$ cat src/rtl/a2dt_pkg.sv
package a2dt_pkg;

  // Action codes carried by in_action
  localparam logic [1:0] ACT_ROTATE    = 2'd0;
  localparam logic [1:0] ACT_TRANSLATE = 2'd1;
  localparam logic [1:0] ACT_INV_LIN   = 2'd2;
  localparam logic [1:0] ACT_INV_FULL  = 2'd3;

  // Configuration register indexes
  localparam logic [1:0] CFG_ROT_GAIN  = 2'd0;
  localparam logic [1:0] CFG_TRN_GAIN  = 2'd1;
  localparam logic [1:0] CFG_SING_THR  = 2'd2;

  localparam int CNT_W     = 5;
  localparam int DIV_BITS  = 31;
  localparam int ROT_LAST  = 10;
  localparam int TRN_LAST  = 3;
  localparam int DET_LAST  = 3;
  localparam int SHF_LAST  = 5;
  localparam int ANG_LAST  = 1;

  localparam logic signed [31:0] ONE_Q16     = 32'sd65536;
  localparam logic signed [33:0] CORDIC_K_Q30 = 34'sd652032874;
  localparam longint unsigned    INV_TWO_PI_Q32 = 64'd683565276;

  typedef enum logic [3:0] {
    ST_IDLE, ST_ANGLE, ST_CORDIC, ST_ROT, ST_TRANS, ST_DET,
    ST_DIV_INIT, ST_DIV_CHK, ST_DIV_STEP, ST_DIV_END, ST_SHIFT, ST_DONE
  } state_t;

  typedef enum logic [2:0] {
    OPA_RGAIN, OPA_TGAIN, OPA_C, OPA_S, OPA_T0, OPA_T1, OPA_T2, OPA_T3
  } opa_t;

  typedef enum logic [2:0] {
    OPB_DX, OPB_DY, OPB_L0, OPB_L1, OPB_L2, OPB_L3, OPB_O0, OPB_O1
  } opb_t;

  typedef enum logic [2:0] {
    ACC_HOLD, ACC_LOAD, ACC_ADD, ACC_SUB, ACC_LOADNEG
  } acc_op_t;

  typedef enum logic [2:0] {
    WB_NONE, WB_ANGLE, WB_CS, WB_ROT, WB_OFF, WB_DET, WB_SHIFT
  } wb_op_t;

  typedef enum logic [2:0] {
    DIV_NONE, DIV_INIT, DIV_CHK, DIV_STEP, DIV_END
  } div_op_t;

  typedef struct packed {
    logic             accept;
    logic             mul_en;
    opa_t             opa;
    opb_t             opb;
    acc_op_t          acc_op;
    wb_op_t           wb_op;
    logic [1:0]       idx;
    logic             cordic_en;
    logic [CNT_W-1:0] iter;
    div_op_t          div_op;
    logic             out_load;
    logic             commit;
  } cmd_t;

  typedef struct packed {
    logic singular;
  } status_t;

  typedef logic [31:0] atan_lut_t [32];

  // Shift and subtract quotient, used only while building the table
  function automatic longint unsigned udiv64(longint unsigned n, longint unsigned d);
    longint unsigned q;
    longint unsigned r;
    q = '0;
    r = '0;
    for (int b = 63; b >= 0; b--) begin
      r = {r[62:0], n[b]};
      if (r >= d) begin
        r    = r - d;
        q[b] = 1'b1;
      end
    end
    return q;
  endfunction

  // atan(2^-i) in units of 2^-32 turn, from the arctangent series in Q62
  function automatic atan_lut_t build_atan();
    atan_lut_t       tab;
    longint          rad;
    longint          term;
    longint unsigned q32;
    longint unsigned prod;
    int              e;
    for (int i = 0; i < 32; i++) begin
      if (i == 0) begin
        tab[i] = 32'd536870912;
      end else begin
        rad = 0;
        for (int k = 0; k < 32; k++) begin
          e = i * (2 * k + 1);
          if (e <= 62) begin
            term = longint'(udiv64(64'd1 << (62 - e), 64'(2 * k + 1)));
            if (k[0]) rad = rad - term;
            else rad = rad + term;
          end
        end
        q32    = (longint'(rad) + 64'sd536870912) >> 30;
        prod   = q32 * INV_TWO_PI_Q32 + 64'd2147483648;
        tab[i] = prod[63:32];
      end
    end
    return tab;
  endfunction

  localparam atan_lut_t ATAN_LUT = build_atan();

endpackage

$ cat src/rtl/a2dt_ctrl.sv
module a2dt_ctrl
  import a2dt_pkg::*;
#(
  parameter int CORDIC_STEPS = 20
) (
  input  logic       clk,
  input  logic       rst_n,
  input  logic       in_valid,
  output logic       in_stall,
  input  logic [1:0] in_action,
  output logic       out_valid,
  input  logic       out_stall,
  input  status_t    status,
  output cmd_t       cmd
);

  state_t           state_r, state_nxt;
  logic [CNT_W-1:0] cnt_r, cnt_nxt;
  logic [1:0]       div_k_r, div_k_nxt;
  logic [1:0]       action_r, action_nxt;
  logic             out_valid_r, out_valid_nxt;

  // Next state
  always_comb begin
    state_nxt  = state_r;
    cnt_nxt    = cnt_r + 1'b1;
    div_k_nxt  = div_k_r;
    action_nxt = action_r;
    case (state_r)
      ST_IDLE: begin
        cnt_nxt = '0;
        if (in_valid) begin
          action_nxt = in_action;
          case (in_action)
            ACT_ROTATE:    state_nxt = ST_ANGLE;
            ACT_TRANSLATE: state_nxt = ST_TRANS;
            default:       state_nxt = ST_DET;
          endcase
        end
      end
      ST_ANGLE: begin
        if (cnt_r == CNT_W'(ANG_LAST)) begin
          state_nxt = ST_CORDIC;
          cnt_nxt   = '0;
        end
      end
      ST_CORDIC: begin
        if (cnt_r == CNT_W'(CORDIC_STEPS - 1)) begin
          state_nxt = ST_ROT;
          cnt_nxt   = '0;
        end
      end
      ST_ROT:   if (cnt_r == CNT_W'(ROT_LAST)) state_nxt = ST_DONE;
      ST_TRANS: if (cnt_r == CNT_W'(TRN_LAST)) state_nxt = ST_DONE;
      ST_DET: begin
        if (cnt_r == CNT_W'(DET_LAST)) begin
          state_nxt = ST_DIV_INIT;
          div_k_nxt = '0;
        end
      end
      ST_DIV_INIT: begin
        if (status.singular) state_nxt = ST_DONE;
        else state_nxt = ST_DIV_CHK;
      end
      ST_DIV_CHK: begin
        state_nxt = ST_DIV_STEP;
        cnt_nxt   = '0;
      end
      ST_DIV_STEP: if (cnt_r == CNT_W'(DIV_BITS - 1)) state_nxt = ST_DIV_END;
      ST_DIV_END: begin
        cnt_nxt = '0;
        if (div_k_r == 2'd3) begin
          state_nxt = (action_r == ACT_INV_FULL) ? ST_SHIFT : ST_DONE;
        end else begin
          div_k_nxt = div_k_r + 1'b1;
          state_nxt = ST_DIV_INIT;
        end
      end
      ST_SHIFT: if (cnt_r == CNT_W'(SHF_LAST)) state_nxt = ST_DONE;
      ST_DONE:  if (!out_valid_r || !out_stall) state_nxt = ST_IDLE;
      default:  state_nxt = ST_IDLE;
    endcase
  end

  // Datapath commands
  always_comb begin
    cmd      = '0;
    cmd.iter = cnt_r;
    case (state_r)
      ST_IDLE: cmd.accept = in_valid;
      ST_ANGLE: begin
        if (cnt_r == '0) begin
          cmd.mul_en = 1'b1;
          cmd.opa    = OPA_RGAIN;
          cmd.opb    = OPB_DY;
        end else begin
          cmd.wb_op = WB_ANGLE;
        end
      end
      ST_CORDIC: cmd.cordic_en = 1'b1;
      ST_ROT: begin
        // products: c*a0, s*a2, c*a2, s*a0, c*a1, s*a3, c*a3, s*a1
        case (cnt_r)
          5'd0: cmd.wb_op = WB_CS;
          5'd1: begin
            cmd.mul_en = 1'b1; cmd.opa = OPA_C; cmd.opb = OPB_L0;
          end
          5'd2: begin
            cmd.mul_en = 1'b1; cmd.opa = OPA_S; cmd.opb = OPB_L2;
            cmd.acc_op = ACC_LOAD;
          end
          5'd3: begin
            cmd.mul_en = 1'b1; cmd.opa = OPA_C; cmd.opb = OPB_L2;
            cmd.acc_op = ACC_ADD;
          end
          5'd4: begin
            cmd.mul_en = 1'b1; cmd.opa = OPA_S; cmd.opb = OPB_L0;
            cmd.acc_op = ACC_LOAD;
            cmd.wb_op  = WB_ROT; cmd.idx = 2'd0;
          end
          5'd5: begin
            cmd.mul_en = 1'b1; cmd.opa = OPA_C; cmd.opb = OPB_L1;
            cmd.acc_op = ACC_SUB;
          end
          5'd6: begin
            cmd.mul_en = 1'b1; cmd.opa = OPA_S; cmd.opb = OPB_L3;
            cmd.acc_op = ACC_LOAD;
            cmd.wb_op  = WB_ROT; cmd.idx = 2'd2;
          end
          5'd7: begin
            cmd.mul_en = 1'b1; cmd.opa = OPA_C; cmd.opb = OPB_L3;
            cmd.acc_op = ACC_ADD;
          end
          5'd8: begin
            cmd.mul_en = 1'b1; cmd.opa = OPA_S; cmd.opb = OPB_L1;
            cmd.acc_op = ACC_LOAD;
            cmd.wb_op  = WB_ROT; cmd.idx = 2'd1;
          end
          5'd9: cmd.acc_op = ACC_SUB;
          default: begin
            cmd.wb_op = WB_ROT; cmd.idx = 2'd3;
          end
        endcase
      end
      ST_TRANS: begin
        case (cnt_r)
          5'd0: begin
            cmd.mul_en = 1'b1; cmd.opa = OPA_TGAIN; cmd.opb = OPB_DX;
          end
          5'd1: begin
            cmd.mul_en = 1'b1; cmd.opa = OPA_TGAIN; cmd.opb = OPB_DY;
            cmd.acc_op = ACC_LOAD;
          end
          5'd2: begin
            cmd.acc_op = ACC_LOAD;
            cmd.wb_op  = WB_OFF; cmd.idx = 2'd0;
          end
          default: begin
            cmd.wb_op = WB_OFF; cmd.idx = 2'd1;
          end
        endcase
      end
      ST_DET: begin
        case (cnt_r)
          5'd0: begin
            cmd.mul_en = 1'b1; cmd.opa = OPA_T0; cmd.opb = OPB_L3;
          end
          5'd1: begin
            cmd.mul_en = 1'b1; cmd.opa = OPA_T1; cmd.opb = OPB_L2;
            cmd.acc_op = ACC_LOAD;
          end
          5'd2: cmd.acc_op = ACC_SUB;
          default: cmd.wb_op = WB_DET;
        endcase
      end
      ST_DIV_INIT: begin
        cmd.div_op = DIV_INIT; cmd.idx = div_k_r;
      end
      ST_DIV_CHK:  cmd.div_op = DIV_CHK;
      ST_DIV_STEP: cmd.div_op = DIV_STEP;
      ST_DIV_END: begin
        cmd.div_op = DIV_END; cmd.idx = div_k_r;
      end
      ST_SHIFT: begin
        // shift_x = -(i00*x + i01*y), shift_y = -(i10*x + i11*y)
        case (cnt_r)
          5'd0: begin
            cmd.mul_en = 1'b1; cmd.opa = OPA_T0; cmd.opb = OPB_O0;
          end
          5'd1: begin
            cmd.mul_en = 1'b1; cmd.opa = OPA_T2; cmd.opb = OPB_O1;
            cmd.acc_op = ACC_LOADNEG;
          end
          5'd2: begin
            cmd.mul_en = 1'b1; cmd.opa = OPA_T1; cmd.opb = OPB_O0;
            cmd.acc_op = ACC_SUB;
          end
          5'd3: begin
            cmd.mul_en = 1'b1; cmd.opa = OPA_T3; cmd.opb = OPB_O1;
            cmd.acc_op = ACC_LOADNEG;
            cmd.wb_op  = WB_SHIFT; cmd.idx = 2'd0;
          end
          5'd4: cmd.acc_op = ACC_SUB;
          default: begin
            cmd.wb_op = WB_SHIFT; cmd.idx = 2'd1;
          end
        endcase
      end
      ST_DONE: begin
        cmd.out_load = !out_valid_r || !out_stall;
        cmd.commit   = cmd.out_load &&
                       (action_r == ACT_ROTATE || action_r == ACT_TRANSLATE);
      end
      default: ;
    endcase
  end

  // Output valid
  always_comb begin
    if (cmd.out_load) out_valid_nxt = 1'b1;
    else if (!out_stall) out_valid_nxt = 1'b0;
    else out_valid_nxt = out_valid_r;
  end

  always_ff @(posedge clk) begin
    if (!rst_n) begin
      state_r     <= ST_IDLE;
      cnt_r       <= '0;
      div_k_r     <= '0;
      action_r    <= ACT_ROTATE;
      out_valid_r <= 1'b0;
    end else begin
      state_r     <= state_nxt;
      cnt_r       <= cnt_nxt;
      div_k_r     <= div_k_nxt;
      action_r    <= action_nxt;
      out_valid_r <= out_valid_nxt;
    end
  end

  assign in_stall  = (state_r != ST_IDLE);
  assign out_valid = out_valid_r;

  // Checks
  a_load_sets_valid: assert property (@(posedge clk) disable iff (!rst_n)
    cmd.out_load |=> out_valid_r)
    else $error("result load did not raise out_valid");

  a_accept_busy: assert property (@(posedge clk) disable iff (!rst_n)
    cmd.accept |=> (state_r != ST_IDLE))
    else $error("accepted item did not start work");

  a_cordic_bound: assert property (@(posedge clk) disable iff (!rst_n)
    (state_r == ST_CORDIC) |-> (int'(cnt_r) < CORDIC_STEPS))
    else $error("CORDIC iteration out of range");

  a_commit_kind: assert property (@(posedge clk) disable iff (!rst_n)
    cmd.commit |-> (cmd.out_load &&
                    (action_r == ACT_ROTATE || action_r == ACT_TRANSLATE)))
    else $error("state committed for an inverse item");

endmodule
$ cat config.mk
export PLATFORM = sky130hd
export DESIGN_NAME = a2dt_ctrl
export DESIGN_NICKNAME = d
export VERILOG_FILES = /design/src/rtl/a2dt_pkg.sv /design/src/rtl/a2dt_ctrl.sv
export SDC_FILE = /design/constraint.sdc
export NUM_CORES = 1
export LEC_CHECK = 0
export BUFFER_PORTS_ARGS = -buffer_cell sky130_fd_sc_hd__buf_2
export CAP_MARGIN = 20
export CORE_MARGIN = 2
export CORE_UTILIZATION = 55
export CTS_CLUSTER_DIAMETER = 30
export DETAILED_ROUTE_END_ITERATION = 10
export PLACE_DENSITY = 0.81
export SLEW_MARGIN = 40
export SYNTH_ARGS = -nofsm -noshare
export SYNTH_HDL_FRONTEND = slang
export SYNTH_SLANG_ARGS = --single-unit
$ cat constraint.sdc
create_clock -name clk -period 3.39 [get_ports clk]
set_clock_uncertainty 0.15 [all_clocks]
set_input_delay 0.5085 -clock clk [delete_from_list [all_inputs] [get_ports clk]]
set_output_delay 0.5085 -clock clk [all_outputs]
set_load 0.02 [all_outputs]
==> impl_summary.log <==
INFO  metric synth.yosys.warnings = 0
INFO  metric die_height = between 50 and 60 um
INFO  metric drt_iter0_drc = between 80 and 90
INFO  metric cts_tree = yes
INFO  metric ys.flop_type = sky130_fd_sc_hd__dfxtp_1
INFO  metric tritoncts.num_buffers = 3
INFO  metric met2_usage = between 40% and 50%
INFO  metric cp_cell_sequence = inv_1, ha_1, nor3_1, o22ai_1, a22oi_1, o311ai_1, buf_2
INFO  metric firstDrtPassIters = 4
INFO  metric static_leakage = roughly 0.79 nW
INFO  metric layout.cells.most_common_list = 35 x sky130_fd_sc_hd__buf_2, 23 x sky130_fd_sc_hd__nor2_1, 20 x sky130_fd_sc_hd__o21ai_0, 20 x sky130_fd_sc_hd__nand2_1, 17 x sky130_fd_sc_hd__a21oi_1
INFO  metric finalSetupTns = 0 ns
INFO  metric vias_in_the_first_global_route = between 1,000 and 1,500
INFO  metric rsz0062_at_grt = no
INFO  metric postCtsSetupRepairBufs = 0
INFO  metric syn-cell-area = between 1500 and 2000 um^2
INFO  metric place_hpwl = 3.00 mm
INFO  metric share_of_synthesized_area_occupied_by_flip_flops_and_latches = around 17%
INFO  metric worstSetupPathType = reg2out
INFO  metric layout.cells.most_common = sky130_fd_sc_hd__buf_2
INFO  metric maxCapViolCount = 0
INFO  metric setup.worst_path.end_class = output port
INFO  metric worstPathMaxFanout = 9
INFO  metric met3_usage = under 10%
INFO  metric synth_enable_flop_cells = 0
INFO  metric finish.net_count = between 200 and 300
INFO  metric top_usage_layer = met2
INFO  metric rr_startpoint = cnt_r[0]
INFO  metric start_util = 57.9%
INFO  metric dpl_cell_area = between 1500 and 2000 um^2
INFO  metric net-switching-power = roughly 610 uW
INFO  metric slew_headroom = a little under half
INFO  metric avgRoutedWirePerCell = 14.3 um
INFO  metric port_buffers = 35
INFO  metric ant_nets = 0
INFO  metric max_clock_freq = 334 MHz
INFO  metric seq_power_share = between 20% and 30%
INFO  metric cp.required = between 2 and 3 ns
INFO  metric final.period_utilization = between 80% and 90%
INFO  metric viasPerCell = a little over 6
INFO  metric dieArea = between 3000 and 4000 um^2
INFO  metric regToRegEndpoint = state_r[1]
INFO  metric layout-drive-gt1-share = between 20% and 30%
INFO  metric internal_power = roughly 570 uW
INFO  metric final-max-slew-violation-count = 0
INFO  metric totalWireLength = approximately 4.0 mm
INFO  metric regToRegSetupSlack = between 1 and 1.5 ns
INFO  metric worst-r2r-cell-count = 6
INFO  metric combinationalPowerShare = 66.4%
INFO  metric synth.ff_latch_count = 14
INFO  metric start_kind = register
INFO  metric slowest_cp_cell = sky130_fd_sc_hd__dfxtp_1
INFO  metric endpoint = cmd[25]
INFO  metric path_clk_slew = 0.08 ns
INFO  metric global_route.overflow_total = 0
INFO  metric netlist_instances = between 200 and 250
INFO  metric synth_nets = about 240
INFO  metric latest_clock_arrival_within_the_worst_skew_pair = approximately 0.28 ns
INFO  metric syn_to_final_growth = 9.63%
INFO  metric setup_viol = 0
INFO  metric crit_path_max_incr_delay = between 0.4 and 0.5 ns
INFO  metric io-pin-count = 36
INFO  metric grt.met1_usage = between 30% and 40%
INFO  metric clock_period_minus_worst_slack = between 2 and 3 ns
INFO  metric final_hold_viol_count = 0
INFO  metric antenna_cells = 0
INFO  metric cts_max_path_buffers = 2
INFO  metric tritoncts_num_sinks = 14
INFO  metric gr_usage_total = approximately a quarter
INFO  metric chipWidth = 58.1 um
INFO  metric synth_cell_type_count = 60
INFO  metric grt_max_degree = 25
INFO  metric core = 2780 um^2
INFO  metric outcome = finished clean
INFO  metric async_reset_ff_share = 0%
INFO  metric routed-via-count = around 1,700
INFO  metric place.gp.congestion = about 0.95
INFO  metric cts_root_buffer_type = sky130_fd_sc_hd__clkbuf_4
INFO  metric tightest_slew = between 0.7 and 0.8 ns
INFO  metric final_cell_area = around 1800 um^2
INFO  metric drc = 0
INFO  metric cts-hold-fix-buffers = 0
INFO  metric critical_path.startpoint = cnt_r[0]
INFO  metric htreeDepth = 1
INFO  metric antenna_found_initial = 0
INFO  metric wire_length_of_the_first_global_routing_pass = about 6.5 mm
INFO  metric sw_share = approximately half
INFO  metric synth_area_per_cell = between 7 and 8 um^2
INFO  metric power.density_cell_area = 667 nW/um^2
INFO  metric power.ir.vdd_worst = 637 uV
INFO  metric postCtsResizedCells = 0
INFO  metric final.fill_count = 256
INFO  metric power.clock.fraction = 10.1%
INFO  metric fp-row-count = 19
INFO  metric crit_arrival = 2.33 ns
INFO  metric hold_crit_class = in2reg
[synthesized netlist by cell type, drive strengths merged (2+ instances only)]
| cell type | count | share of area, % |
|---|---|---|
| nand3b | 3 | 1.4 |
| o22ai | 4 | 1.6 |
| nor4bb | 2 | 1.2 |
| or4b | 2 | 1.5 |
| clkbuf | 4 | 1.0 |
| dfxtp | 14 | 17 |
| nor2 | 25 | 6.1 |
| a221oi | 2 | 1.5 |
| a211oi | 2 | 0.93 |
| ha | 5 | 3.9 |
| o311ai | 3 | 1.6 |
| a21boi | 3 | 1.4 |
| inv | 10 | 2.3 |
| nor4 | 2 | 0.78 |
| nor4b | 2 | 3.0 |
| nor3 | 6 | 2.5 |
| mux2i | 4 | 2.5 |
| a21oi | 17 | 5.3 |
| a31oi | 3 | 1.2 |
| nand2b | 6 | 2.3 |
| nand3 | 4 | 1.2 |
| or2 | 2 | 0.78 |
| nand2 | 21 | 5.0 |
| a22oi | 4 | 1.9 |
| o31ai | 3 | 1.4 |
| nor2b | 10 | 3.9 |
| buf | 15 | 5.9 |
| o21ai | 21 | 6.5 |
| xor2 | 3 | 1.6 |
| nand4bb | 2 | 1.4 |
| xnor2 | 2 | 1.1 |
[routing by layer]
metal	vias up	wire length, um
met3	8	224
met1	771	1860
met2	71	1830
li1	859	-
met4	0	57
met5	-	0
[worst min path at each step]
stage                       startpoint  slack, ns  cells past startpoint     endpoint
after floorplan            action_r[0]       0.34                      2  action_r[0]
after global placement        cnt_r[0]       0.33                      1     cnt_r[0]
after detailed placement     out_valid       0.35                      2    out_valid
after CTS                 in_action[0]       0.35                      3  action_r[0]
after global routing      in_action[0]       0.39                      3  action_r[0]
final                     in_action[0]       0.36                      3  action_r[0]
[final cells by class]
cell class | count | area (um^2) | share of cell area [%]
sequential | 14 | 282 | 15.9
multi-input combinational | 181 | 1180 | 66.9
timing repair buffer | 37 | 190 | 10.8
tap | 31 | 38.8 | 2.20
inverter | 10 | 37.5 | 2.12
clock buffer | 4 | 36.3 | 2.05
[critical path, delay by kind of cell, from the launching register on]
| kind | cells | cell delay, ns |
|---|---|---|
| DFF | 1 | 0.43 |
| and+or+nand+nor | 1 | 0.39 |
| AOI/OAI and AO/OA | 3 | 0.63 |
| adders and majority gates | 1 | 0.32 |
| buffers and inverters | 2 | 0.28 |
[metrics by stage]
stage | power [mW] | util, % | hold WS [ns] | setup WS [ns] | instances
2_1_floorplan | 0.879 | - | 0.336 | 0.524 | 224
3_3_place_gp | 1.04 | 62.2 | 0.330 | 0.809 | 273
3_5_place_dp | 1.05 | 62.2 | 0.349 | 0.754 | 273
4_1_cts | 1.17 | 63.5 | 0.353 | 0.439 | 277
5_1_grt | 1.27 | 63.5 | 0.390 | 0.148 | 277
6_report | 1.18 | 63.5 | 0.356 | 0.397 | 277
[power by group through the flow]
stage	Combinational [mW]	Sequential [mW]	Clock (mW)
finish	0.782	0.277	0.118
global route	0.862	0.286	0.126
CTS	0.777	0.275	0.121
detailed placement	0.774	0.279	0
global placement	0.769	0.276	0
floorplan	0.648	0.231	0
[sequential cells by signal, indices dropped and copies added (netlist names)]
| name | flops |
|---|---|
| out_valid | 1 |
| cnt_r | 5 |
| div_k_r | 2 |
| action_r | 2 |
| state_r | 4 |
[cell families after synthesis]
family	share of synthesized area, %
AO/OA/AOI/OAI	29.5
flip-flops	17.4
multiplexers	2.48
AND/OR/NAND/NOR	34.8
XOR/XNOR	2.72
adder cells (fa/ha/maj)	3.88
buffers and inverters	9.24
(Power assumes the default switching activity.)
